**src/design/plid_pkg.sv**
```systemverilog
// ----------------------------------------------------------------------------
// plid_pkg: shared types for the positional list
// codes, state encoding and the command/status groups between controller
// and datapath
// ----------------------------------------------------------------------------
package plid_pkg;

  localparam int unsigned ACT_W = 2;
  localparam int unsigned POS_W = 6;
  localparam int unsigned VAL_W = 32;
  localparam int unsigned STS_W = 2;
  localparam int unsigned CNT_W = 7;

  typedef enum logic [ACT_W-1:0] {
    ACT_INSERT = 2'd0,
    ACT_DELETE = 2'd1,
    ACT_READ   = 2'd2
  } action_e;

  typedef enum logic [STS_W-1:0] {
    ST_DONE  = 2'd0,
    ST_FULL  = 2'd1,
    ST_RANGE = 2'd2
  } status_e;

  // what the latched word turns out to do
  typedef enum logic [1:0] {
    OP_NONE,
    OP_READ,
    OP_INS,
    OP_DEL
  } op_e;

  typedef enum logic [2:0] {
    S_IDLE,
    S_DECIDE,
    S_SHIFT,
    S_DRAIN,
    S_PUT,
    S_DONE
  } state_e;

  typedef struct packed {
    logic load;    // capture input word
    logic init;    // set up shift pointer
    logic rd_pos;  // read entry at position
    logic shift;   // move one entry
    logic put;     // write new value
    logic finish;  // update count, load result register
  } cmd_t;

  typedef struct packed {
    op_e  kind;
    logic need_shift;
    logic last;
    logic out_free;
  } sts_t;

endpackage

```
**src/design/plid_if.sv**
```systemverilog
// ----------------------------------------------------------------------------
// plid_in_if / plid_out_if: valid/ready channels of the positional list
// one interface per direction, source and sink modports
// ----------------------------------------------------------------------------
interface plid_in_if;
  logic        valid;
  logic        ready;
  logic [1:0]  action;
  logic [5:0]  position;
  logic signed [31:0] value;

  modport source (output valid, output action, output position, output value,
                  input ready);
  modport sink   (input valid, input action, input position, input value,
                  output ready);
endinterface

interface plid_out_if;
  logic        valid;
  logic        ready;
  logic signed [31:0] read_value;
  logic [1:0]  status;
  logic [6:0]  entry_count;

  modport source (output valid, output read_value, output status,
                  output entry_count, input ready);
  modport sink   (input valid, input read_value, input status,
                  input entry_count, output ready);
endinterface

```
**src/design/positional_list_insert_delete.sv**
```systemverilog
// ----------------------------------------------------------------------------
// positional_list_insert_delete: ordered list with insert, delete and read
// controller plus datapath around one cell memory of DEPTH entries
// ----------------------------------------------------------------------------
// The block keeps an ordered list of up to DEPTH signed 32-bit entries in a
// single cell memory with one write and one registered read port. Each input
// word is an insert, delete or read at a zero-based position, and each gives
// exactly one result word with the read value (zero unless a good read), a
// status (done, list full, position out of range) and the entry count after
// the action. Errors leave the list untouched; an insert into an empty list
// ignores the position; action code 3 does nothing and reports done. One word
// is handled at a time. An insert or a delete also moves the tail of the list,
// k entries, where k is count - position for insert and count - position - 1
// for delete. The memory's single write port sets the pace: moving the tail
// moves one entry per cycle. A result may wait on the output register; the
// block holds in its last step until it is taken.
// ----------------------------------------------------------------------------
module positional_list_insert_delete
  import plid_pkg::*;
#(
  parameter int unsigned DEPTH = 64
) (
  input  logic clk_i,
  input  logic rst_ni,
  plid_in_if.sink    in_i,
  plid_out_if.source out_o
);

  // command and status between sequencer and datapath
  cmd_t cmd;
  sts_t sts;

  // sequencer: accept, classify, move the tail, write, report
  plid_ctrl u_ctrl (
    .clk_i      (clk_i),
    .rst_ni     (rst_ni),
    .in_valid_i (in_i.valid),
    .in_ready_o (in_i.ready),
    .sts_i      (sts),
    .cmd_o      (cmd)
  );

  // datapath: word registers, count, cell memory and result register
  plid_dp #(
    .DEPTH (DEPTH)
  ) u_dp (
    .clk_i         (clk_i),
    .rst_ni        (rst_ni),
    .action_i      (in_i.action),
    .position_i    (in_i.position),
    .value_i       (in_i.value),
    .out_ready_i   (out_o.ready),
    .out_valid_o   (out_o.valid),
    .read_value_o  (out_o.read_value),
    .status_o      (out_o.status),
    .entry_count_o (out_o.entry_count),
    .cmd_i         (cmd),
    .sts_o         (sts)
  );

endmodule

```
**src/design/plid_ram.sv**
```systemverilog
// ----------------------------------------------------------------------------
// plid_ram: generic simple dual-port ram
// one write port, one read port with registered read data
// ----------------------------------------------------------------------------
module plid_ram #(
  parameter int unsigned WIDTH = 32,
  parameter int unsigned DEPTH = 64
) (
  input  logic                     clk_i,
  input  logic                     we_i,
  input  logic [$clog2(DEPTH)-1:0] waddr_i,
  input  logic [WIDTH-1:0]         wdata_i,
  input  logic                     re_i,
  input  logic [$clog2(DEPTH)-1:0] raddr_i,
  output logic [WIDTH-1:0]         rdata_o
);

  logic [WIDTH-1:0] mem_q [DEPTH];
  logic [WIDTH-1:0] rdata_q;

  always_ff @(posedge clk_i) begin
    if (we_i) begin
      mem_q[waddr_i] <= wdata_i;
    end
    if (re_i) begin
      rdata_q <= mem_q[raddr_i];
    end
  end

  assign rdata_o = rdata_q;

endmodule

```
**src/design/plid_ctrl.sv**
```systemverilog
// ----------------------------------------------------------------------------
// plid_ctrl: sequencing for the positional list
// walks each word through decide, shift, write and result steps
// ----------------------------------------------------------------------------
module plid_ctrl
  import plid_pkg::*;
(
  input  logic clk_i,
  input  logic rst_ni,
  input  logic in_valid_i,
  output logic in_ready_o,
  input  sts_t sts_i,
  output cmd_t cmd_o
);

  state_e state_q, state_d;

  always_ff @(posedge clk_i or negedge rst_ni) begin
    if (!rst_ni) begin
      state_q <= S_IDLE;
    end else begin
      state_q <= state_d;
    end
  end

  // next state
  always_comb begin
    state_d = state_q;
    case (state_q)
      S_IDLE: begin
        if (in_valid_i) state_d = S_DECIDE;
      end
      S_DECIDE: begin
        case (sts_i.kind)
          OP_INS:  state_d = sts_i.need_shift ? S_SHIFT : S_PUT;
          OP_DEL:  state_d = sts_i.need_shift ? S_SHIFT : S_DONE;
          default: state_d = S_DONE;
        endcase
      end
      S_SHIFT: begin
        if (sts_i.last) state_d = S_DRAIN;
      end
      S_DRAIN: begin
        state_d = (sts_i.kind == OP_INS) ? S_PUT : S_DONE;
      end
      S_PUT: begin
        state_d = S_DONE;
      end
      S_DONE: begin
        if (sts_i.out_free) state_d = S_IDLE;
      end
      default: state_d = S_IDLE;
    endcase
  end

  // outputs
  always_comb begin
    cmd_o      = '0;
    in_ready_o = 1'b0;
    case (state_q)
      S_IDLE: begin
        in_ready_o = 1'b1;
        cmd_o.load = in_valid_i;
      end
      S_DECIDE: begin
        cmd_o.init   = 1'b1;
        cmd_o.rd_pos = (sts_i.kind == OP_READ);
      end
      S_SHIFT: begin
        cmd_o.shift = 1'b1;
      end
      S_PUT: begin
        cmd_o.put = 1'b1;
      end
      S_DONE: begin
        cmd_o.finish = sts_i.out_free;
      end
      default: begin
        cmd_o = '0;
      end
    endcase
  end

endmodule

```
**src/design/plid_dp.sv**
```systemverilog
// ----------------------------------------------------------------------------
// plid_dp: datapath of the positional list
// word registers, count, shift pointer, cell memory and result register
// ----------------------------------------------------------------------------
module plid_dp
  import plid_pkg::*;
#(
  parameter int unsigned DEPTH = 64
) (
  input  logic                    clk_i,
  input  logic                    rst_ni,
  input  logic [ACT_W-1:0]        action_i,
  input  logic [POS_W-1:0]        position_i,
  input  logic signed [VAL_W-1:0] value_i,
  input  logic                    out_ready_i,
  output logic                    out_valid_o,
  output logic signed [VAL_W-1:0] read_value_o,
  output logic [STS_W-1:0]        status_o,
  output logic [CNT_W-1:0]        entry_count_o,
  input  cmd_t                    cmd_i,
  output sts_t                    sts_o
);

  localparam int unsigned AW = $clog2(DEPTH);
  localparam int unsigned LW = $clog2(DEPTH + 1);
  localparam int unsigned CW = (LW > POS_W + 1) ? LW : POS_W + 1;

  logic [ACT_W-1:0] act_q;
  logic [POS_W-1:0] pos_q;
  logic [VAL_W-1:0] val_q;
  logic [LW-1:0]    len_q, len_d;
  logic [AW-1:0]    src_q, src_d;
  logic [AW-1:0]    waddr_q, waddr_d;
  logic             pend_q;
  logic             out_valid_q;
  logic [VAL_W-1:0] out_rd_q;
  logic [STS_W-1:0] out_st_q;
  logic [CNT_W-1:0] out_cnt_q;

  logic [CW-1:0]    pos_c, len_c;
  logic [AW-1:0]    pos_a, top_a;
  op_e              kind;
  status_e          st;
  logic             need_shift;

  logic             ram_we, ram_re;
  logic [AW-1:0]    ram_waddr, ram_raddr;
  logic [VAL_W-1:0] ram_wdata, ram_rdata;

  assign pos_c = CW'(pos_q);
  assign len_c = CW'(len_q);
  assign pos_a = AW'(pos_q);
  assign top_a = AW'(len_q - LW'(1));

  // classify the latched word against the current count
  always_comb begin
    kind       = OP_NONE;
    st         = ST_DONE;
    need_shift = 1'b0;
    case (act_q)
      ACT_INSERT: begin
        if (len_q == LW'(DEPTH)) begin
          st = ST_FULL;
        end else if (len_q == '0) begin
          kind = OP_INS;
        end else if (pos_c > len_c) begin
          st = ST_RANGE;
        end else begin
          kind       = OP_INS;
          need_shift = (pos_c < len_c);
        end
      end
      ACT_DELETE: begin
        if (pos_c >= len_c) begin
          st = ST_RANGE;
        end else begin
          kind       = OP_DEL;
          need_shift = ((pos_c + CW'(1)) < len_c);
        end
      end
      ACT_READ: begin
        if (pos_c >= len_c) begin
          st = ST_RANGE;
        end else begin
          kind = OP_READ;
        end
      end
      default: begin
        kind = OP_NONE;
      end
    endcase
  end

  assign sts_o.kind       = kind;
  assign sts_o.need_shift = need_shift;
  assign sts_o.last       = (kind == OP_INS) ? (src_q == pos_a) : (src_q == top_a);
  assign sts_o.out_free   = !out_valid_q || out_ready_i;

  // shift pointer: insert walks down from the top, delete walks up
  always_comb begin
    src_d   = src_q;
    waddr_d = waddr_q;
    if (cmd_i.init) begin
      src_d = (kind == OP_INS) ? top_a : pos_a + AW'(1);
    end else if (cmd_i.shift) begin
      if (kind == OP_INS) begin
        src_d   = src_q - AW'(1);
        waddr_d = src_q + AW'(1);
      end else begin
        src_d   = src_q + AW'(1);
        waddr_d = src_q - AW'(1);
      end
    end
  end

  always_comb begin
    case (kind)
      OP_INS:  len_d = len_q + LW'(1);
      OP_DEL:  len_d = len_q - LW'(1);
      default: len_d = len_q;
    endcase
  end

  // memory ports: pending move has the write port, then the new value
  assign ram_re    = cmd_i.rd_pos || cmd_i.shift;
  assign ram_raddr = cmd_i.rd_pos ? pos_a : src_q;
  assign ram_we    = pend_q || cmd_i.put;
  assign ram_waddr = pend_q ? waddr_q : ((len_q == '0) ? '0 : pos_a);
  assign ram_wdata = pend_q ? ram_rdata : val_q;

  plid_ram #(
    .WIDTH (VAL_W),
    .DEPTH (DEPTH)
  ) u_cells (
    .clk_i   (clk_i),
    .we_i    (ram_we),
    .waddr_i (ram_waddr),
    .wdata_i (ram_wdata),
    .re_i    (ram_re),
    .raddr_i (ram_raddr),
    .rdata_o (ram_rdata)
  );

  always_ff @(posedge clk_i or negedge rst_ni) begin
    if (!rst_ni) begin
      len_q       <= '0;
      pend_q      <= 1'b0;
      out_valid_q <= 1'b0;
    end else begin
      pend_q <= cmd_i.shift;
      if (cmd_i.finish) begin
        len_q       <= len_d;
        out_valid_q <= 1'b1;
      end else if (out_ready_i) begin
        out_valid_q <= 1'b0;
      end
    end
  end

  always_ff @(posedge clk_i) begin
    if (cmd_i.load) begin
      act_q <= action_i;
      pos_q <= position_i;
      val_q <= value_i;
    end
    src_q   <= src_d;
    waddr_q <= waddr_d;
    if (cmd_i.finish) begin
      out_rd_q  <= (kind == OP_READ) ? ram_rdata : '0;
      out_st_q  <= st;
      out_cnt_q <= CNT_W'(len_d);
    end
  end

  assign out_valid_o   = out_valid_q;
  assign read_value_o  = out_rd_q;
  assign status_o      = out_st_q;
  assign entry_count_o = out_cnt_q;

endmodule

```
**src/flat_wrapper.sv**
```systemverilog
// flat-port wrapper written by rule: the top's interface ports become plain ports
module positional_list_insert_delete_flat import plid_pkg::*;
#(
  parameter int unsigned DEPTH = 64
)
  (clk_i, rst_ni, in_i_valid, in_i_action, in_i_position, in_i_value, in_i_ready, out_o_valid, out_o_read_value, out_o_status, out_o_entry_count, out_o_ready);
  plid_in_if in_i_i ();
  plid_out_if out_o_i ();
  input  logic clk_i;
  input  logic rst_ni;
  input wire logic [$bits(in_i_i.valid)-1:0] in_i_valid;
  input wire logic [$bits(in_i_i.action)-1:0] in_i_action;
  input wire logic [$bits(in_i_i.position)-1:0] in_i_position;
  input wire logic [$bits(in_i_i.value)-1:0] in_i_value;
  output wire logic [$bits(in_i_i.ready)-1:0] in_i_ready;
  output wire logic [$bits(out_o_i.valid)-1:0] out_o_valid;
  output wire logic [$bits(out_o_i.read_value)-1:0] out_o_read_value;
  output wire logic [$bits(out_o_i.status)-1:0] out_o_status;
  output wire logic [$bits(out_o_i.entry_count)-1:0] out_o_entry_count;
  input wire logic [$bits(out_o_i.ready)-1:0] out_o_ready;
  assign in_i_i.valid = in_i_valid;
  assign in_i_i.action = in_i_action;
  assign in_i_i.position = in_i_position;
  assign in_i_i.value = in_i_value;
  assign in_i_ready = in_i_i.ready;
  assign out_o_valid = out_o_i.valid;
  assign out_o_read_value = out_o_i.read_value;
  assign out_o_status = out_o_i.status;
  assign out_o_entry_count = out_o_i.entry_count;
  assign out_o_i.ready = out_o_ready;
  positional_list_insert_delete #(.DEPTH(DEPTH)) u_core (.clk_i(clk_i), .rst_ni(rst_ni), .in_i(in_i_i), .out_o(out_o_i));
endmodule
```
**config.mk**
```make
export PLATFORM = sky130hd
export DESIGN_NAME = positional_list_insert_delete_flat
export DESIGN_NICKNAME = d
export VERILOG_FILES = /design/src/design/plid_pkg.sv /design/src/design/plid_if.sv /design/src/design/positional_list_insert_delete.sv /design/src/design/plid_ram.sv /design/src/design/plid_ctrl.sv /design/src/design/plid_dp.sv /design/src/flat_wrapper.sv
export SDC_FILE = /design/constraint.sdc
export NUM_CORES = 2
export LEC_CHECK = 0
export BUFFER_PORTS_ARGS = -buffer_cell sky130_fd_sc_hd__buf_2
export CAP_MARGIN = 20
export CORE_MARGIN = 2
export CORE_UTILIZATION = 65
export DETAILED_ROUTE_END_ITERATION = 8
export MAX_ROUTING_LAYER = met4
export PLACE_DENSITY_LB_ADDON = 0.12
export SLEW_MARGIN = 15
export SYNTH_ARGS = -nofsm -noshare
export SYNTH_HDL_FRONTEND = slang
export SYNTH_SLANG_ARGS = --single-unit
```
**constraint.sdc**
```tcl
create_clock -name clk_i -period 10.42 [get_ports clk_i]
set_clock_uncertainty 0.15 [all_clocks]
set_input_delay 2.084 -clock clk_i [delete_from_list [all_inputs] [get_ports clk_i]]
set_output_delay 2.084 -clock clk_i [all_outputs]
set_load 0.02 [all_outputs]
```
Word level (Yosys, flattened, before mapping)
Memories as Yosys holds them, arrays and structs flattened. A register that Yosys moved wholly into a read port is not among the register bits.
Cells that the tools add are included.
- output and inout port bits: 43
- memories: 1
- RAM bits: 2048
- bits in registers: 105
- memories (name ; words ; bits a word ; read ports ; clocked after Yosys merged registers in ; write ports ; line ; source):
    u_core.u_dp.u_cells.mem_q ; 64 ; 32 ; 1 ; 1 ; 1 ; plid_ram.sv:18 ; logic [WIDTH-1:0] mem_q [DEPTH];
- reductions and logical operators: 12
- $add $sub $neg: 6
- magnitude comparators: 4
- equality and inequality tests: 16
- bitwise logic cells: 1
- muxes and demuxes: 45
- operator list (kind ; number):
    6-bit two-way mux ; 8
    32-bit two-way mux ; 1
    2-bit two-way mux ; 9
    3-bit one-hot mux with 6 select lines ; 1
    1-bit two-way mux ; 16
    3-bit two-way mux ; 5
    7-bit one-hot mux with 2 select lines ; 1
    6-bit by 1-bit adder with 6-bit output (second input constant) ; 2
    6-bit == test ; 2
    6-bit by 1-bit adder with 7-bit output (second input constant) ; 1
    7-bit by 1-bit adder with 7-bit output (second input constant) ; 1
    7-bit == test (second input constant) ; 1
    6-bit by 7-bit >= comparator with 1-bit output ; 1
    6-bit by 7-bit > comparator with 1-bit output ; 1
    7-bit logical NOT ; 1
    6-bit by 7-bit < comparator with 1-bit output ; 1
    7-bit < comparator ; 1
    7-bit by 1-bit subtractor with 7-bit output (second input constant) ; 1
    2-bit == test (second input constant) ; 3
    3-bit by 2-bit == test with 1-bit output (second input constant) ; 2
    3-bit == test (second input constant) ; 2
    2-bit one-hot mux with 3 select lines ; 1
    3-bit one-hot mux with 2 select lines ; 1
    6-bit by 1-bit subtractor with 6-bit output (second input constant) ; 1
    other kinds (15) ; 20

Depth between registers and ports, before layout
- word-level depth: 9
- depth in mapped cells: 17
- gate-level depth less buffers: 12

Hierarchy
Synthesis repeated with hierarchy kept, for this count alone.
- cells, all modules: 3794
- area, all modules: 84504.8 sq um
- modules (own cells, without submodules) (module ; area each (sq um) ; seq. area each (sq um) ; cells each ; instances):
    plid_ram ; 78835.6 ; 62459.9 ; 3324 ; 1
    plid_dp ; 5441.5 ; 3017.9 ; 442 ; 1
    plid_ctrl ; 227.7 ; 75.1 ; 28 ; 1

Least setup slack after synthesis
No wires, ideal clock.
- kind: reg2reg
- start: register u_core.u_dp.len_q[0] (netlist: u_core.u_dp.len_c[0])
- end: memory u_core.u_dp.u_cells.mem_q[10][0], enable pin
- slack: 5.860 ns
- arrival: 3.989 ns
- stages on the path, launching flop included: 11
- period minus slack after synthesis: 4.560 ns
- data required time: 9.849 ns
- buffers on the path: 1
- cells stage by stage: dfrtp_1 > inv_1 > ha_1 > or3b_1 > or3_1 > clkbuf_1 > nor2_1 > o31a_1 > nor2b_1 > nand2_1 > nor2_1
- cells in the longest elaborated chain, start to end: 3
- RTL lines (item ; line ; source):
    start: declaration ; plid_dp.sv:31 ; logic [LW-1:0] len_q, len_d;
    start signal: assignment ; plid_dp.sv:152 ; len_q <= len_d;
    7-bit logical NOT ; plid_dp.sv:128 ; assign ram_waddr = pend_q ? waddr_q : ((len_q == '0) ? '0 : pos_a);
    6-bit two-way mux (2 in series) ; plid_dp.sv:128 ;
    end: declaration ; plid_ram.sv:18 ;
Every way passes these cells.

Final worst setup path
- start: register u_core.u_dp.len_q[0] (netlist: u_core.u_dp.len_c[0])
- end: register u_core.u_dp.u_cells.rdata_q[0] (netlist: u_core.u_dp.u_cells.rdata_o[0]), read port of u_core.u_dp.u_cells.mem_q, data pin
- cells in the longest elaborated chain, start to end: 8
- elaborated cells between the ends (all ways): 14
- classes of those cells: 2 x order compare; 2 x eq/ne; 8 x mux; 2 x reduce/logical
- RTL lines (item ; line ; source):
    6-bit by 7-bit > comparator with 1-bit output ; plid_dp.sv:66 ; end else if (pos_c > len_c) begin
    2-bit two-way mux ; plid_dp.sv:66 ;
    2-bit two-way mux ; plid_dp.sv:64 ; end else if (len_q == '0) begin
    2-bit two-way mux ; plid_dp.sv:62 ; if (len_q == LW'(DEPTH)) begin
    2-bit one-hot mux with 3 select lines * ; plid_dp.sv:60 ; case (act_q)
    2-bit by 1-bit == test with 1-bit output * ; plid_ctrl.sv:67 ; cmd_o.rd_pos = (sts_i.kind == OP_READ);
    2-bit two-way mux * ; plid_ctrl.sv:60 ; case (state_q)
    6-bit two-way mux / 1-bit logical OR (equally long branches) ; plid_dp.sv:126, plid_dp.sv:125 ;
    end: declaration ; plid_ram.sv:19 ; logic [WIDTH-1:0] rdata_q;
Every way passes the cells marked *; elsewhere a longest branch is shown, timed or not.
A chain may end at the register's enable or synchronous reset.

==> flow_summary_export.csv <==
group,metric,value,unit
place,port-buffer-count,86,
cts,ctsResizeCount,0,
timing,min_period,7.14,ns
route,vias,47474,
global_route,grt_max_degree,154,
status,status,"finished, final reports clean",
logic_synthesis,synth_common_cells,"2173 x edfxtp_1, 819 x mux2i_1, 416 x o22ai_1",
logic_synthesis,avgSynthCellArea,17.5,um^2
cts,cts_tree,"done",
final_layout,fill_cells,7535,
route,wl_per_cell,32.6,um
timing,tightest_slew,1.22,ns
global_route,grt_overflow,0,
timing,rsz0062_at_grt,"no",
logic_synthesis,postSynthCellCount,4861,
pwr,ir_drop,0.000273,V
logic_synthesis,synth_fp_nets,4927,
route,drt_iter0_drc,6852,
floorplan,core-area,0.130,mm^2
critical_path,crit_path_end_kind,"flop",
logic_synthesis,synth_edf_count,2173,
timing,slew_headroom,18.9,%
route,firstDrtPassIters,6,
route,vias_per_cell,6.80,
critical_path,worstPathArrival,7.48,ns
floorplan,start_util,65.5,%
timing,setup_tns,0,ns
logic_synthesis,yosysUniqueCellTypes,58,
place,dp_slack,3.60,ns
cts,clockBufferDepth,3,
logic_synthesis,ys_seq_elements,2185,
cts,clk_pin_slew_worst_paths,0.06,ns
cts,clock_sinks,2185,
logic_synthesis,seq_area_frac_synth,77.2,%
cts,numCtsBuffers,207,
cts,cts-hold-fix-buffers,0,
hold_path,hp-class,"reg2reg",
logic_synthesis,ys_warn_count,0,
timing,fmax,0.140,GHz
global_route,grt_usage,35.2,%
logic_synthesis,syn_area,0.0849,mm^2
cts,postCtsSetupBuffers,0,
logic_synthesis,synthFlopType,"edfxtp_1",
final_layout,utilization,73.5,%
route,drc_errors,0,
pwr,p_leak,32.8,nW
logic_synthesis,async_flop_share,0.549,%
route,ant_nets,0,
global_route,antenna_found_initial,11,
job,maxCapViolCount,0,
timing,setup_violations,0,
timing,maxSlewViolCount,0,
place,dpl.hpwl,122000,um
floorplan,die_area,0.134,mm^2
logic_synthesis,ys_top_cells_by_area,"edfxtp_1 77%, mux2i_1 9.7%, o22ai_1 3.1%",
cts,cts-root-buf,"clkbuf_16",
floorplan,die_w,365,um
floorplan,die_height,365,um
pwr,p_per_area,264,mW/mm^2
timing,hold_viol_final,0,
logic_synthesis,yosysTopAreaCellShare,76.8,%
timing,fin_ws,3.28,ns
critical_path,startpoint_type,"flop",
timing,post-route-period-util,68.5,%
critical_path,cp_data_required_time,10.76,ns
floorplan,ios,87,
critical_path,critPathMaxFanout,129,
cts,clock_latency,0.81,ns
final_layout,nNetsFinal,5129,
logic_synthesis,yosysMostFrequentCell,"edfxtp_1",
place,place.gp.congestion,0.918,
global_route,grt_pass1_vias,45220,
global_route,grt_pass1_wl,319000,um
route,drt-total-wl,228000,um
cts,cts_htree_levels,4,
final_layout,area_growth,12.3,%
logic_synthesis,synth_area_leader_cell,"edfxtp_1",
critical_path,crit_type,"reg2reg",
floorplan,rows,132,
final_layout,drive_gt1_share,15.4,%
-- through the flow --
step	hold WS [ns]	power, mW	instance area (um^2)	cells
finish	0.449	25.2	95300	6982
global route	0.439	25.9	95300	6979
detailed placement	0.413	17.9	88800	6596
global placement	0.386	17.7	88600	6584
floorplan	0.383	15.2	84900	4861
CTS	0.429	25.1	95300	6972
-- registers in the layout (all words and copies together) (netlist names), 2 cells and up --
register / flops
u_core.u_dp.read_value_o: 32
u_core.u_dp.src_q: 6
u_core.u_ctrl.state_q: 3
u_core.u_dp.entry_count_o: 7
u_core.u_dp.pos_a: 6
u_core.u_dp.waddr_q: 6
u_core.u_dp.len_c: 7
u_core.u_dp.u_cells.rdata_o: 32
u_core.u_dp.act_q: 2
u_core.u_dp.u_cells.mem_q: 2048
u_core.u_dp.status_o: 2
u_core.u_dp.val_q: 32
-- final timing paths --
check | from | to | slack (ns) | cells past startpoint
setup / recovery | u_core.u_dp.len_c[0] | u_core.u_dp.u_cells.rdata_o[0] | 3.28 | 15
hold reg to reg | u_core.u_dp.len_c[2] | u_core.u_dp.len_c[2] | 0.45 | 1
setup reg to reg | u_core.u_dp.len_c[0] | u_core.u_dp.u_cells.rdata_o[0] | 3.28 | 15
max in group asynchronous | rst_ni | u_core.u_dp.pend_q | 8.81 | 1
hold / removal | u_core.u_dp.len_c[2] | u_core.u_dp.len_c[2] | 0.45 | 1
min in group asynchronous | rst_ni | u_core.u_dp.len_c[4] | 1.03 | 1
-- final cells by class --
type	instances	area, um^2	share of cell area (%)
Clock inverter	111	962	1.01
Tap cell	1742	2180	2.29
Clock buffer	265	5510	5.78
Sequential cell	2185	65600	68.8
Timing Repair Buffer	282	2010	2.11
Antenna cell	10	25.0	0.0262
Inverter	14	52.6	0.0551
Multi-Input combinational cell	2373	19100	20.0
-- power by group --
group | total (mW) | switching (mW) | internal, mW
Sequential | 10.4 | 0.154 | 10.2
Clock | 7.26 | 3.13 | 4.13
Combinational | 7.56 | 5.05 | 2.51
Total | 25.2 | 8.33 | 16.9
-- per-layer routing --
| metal | vias to the layer above | routed length, um | GRT usage (%) |
|---|---|---|---|
| met5 | - | 0 | - |
| met4 | 0 | 8640 | 12.8 |
| met3 | 393 | 27800 | 7.92 |
| met2 | 3005 | 106000 | 53.1 |
| met1 | 24141 | 85200 | 47.6 |
| li1 | 19935 | - | - |
-- cells by family (layout without fill, tap and decap cells) --
| kind of cell | count (synthesis) | count (layout) | share of synthesized area, % |
|---|---|---|---|
| compound gates | 717 | 717 | 5.87 |
| flops | 2185 | 2185 | 77.2 |
| fa+ha+maj | 22 | 22 | 0.324 |
| other cells | 0 | 10 | 0 |
| simple gates | 685 | 685 | 3.67 |
| mux | 919 | 919 | 11.0 |
| buf+inv | 303 | 672 | 1.64 |
| xor+xnor | 30 | 30 | 0.309 |
-- layout by cell type (no fill, tap or decap), types with 8 or more instances in the layout --
| master | instances |
|---|---|
| edfxtp_1 | 2173 |
| mux2i_1 | 817 |
| o22ai_1 | 416 |
| nand2_1 | 364 |
| clkbuf_16 | 211 |
| buf_4 | 180 |
| and3_1 | 100 |
| buf_2 | 92 |
| mux2_2 | 89 |
| a31oi_1 | 67 |
| nor2_4 | 65 |
| clkbuf_1 | 51 |
| clkinv_1 | 51 |
| o41ai_2 | 49 |
| o41ai_1 | 46 |
| nor3_1 | 40 |
| nand4_1 | 35 |
| a32o_1 | 32 |
| clkinv_2 | 29 |
| nor2_1 | 23 |
| ha_1 | 22 |
| o21ai_0 | 21 |
| a21oi_1 | 20 |
| a221oi_1 | 20 |
| xnor2_1 | 18 |
| bufinv_16 | 17 |
| inv_1 | 13 |
| xor2_1 | 12 |
| a221oi_2 | 12 |
| nand2b_1 | 11 |
| dfrtp_1 | 11 |
| diode_2 | 10 |
| buf_12 | 10 |
| inv_6 | 8 |
-- worst max-delay path, stage by stage (launching register included) --
cell and delay [ns]:
dfrtp_1 0.49, inv_1 0.18, ha_1 0.23, or3b_1 0.43, o41ai_2 0.26, and3_1 0.32, nand3_4 0.35, mux2i_4 0.39
buf_12 0.48, buf_12 0.64, buf_4 0.86, mux2i_1 0.26, o22ai_1 0.11, o41ai_1 0.95, buf_4 0.25, nand4_1 0.08
No activity file was read; power rests on OpenSTA's default activity.
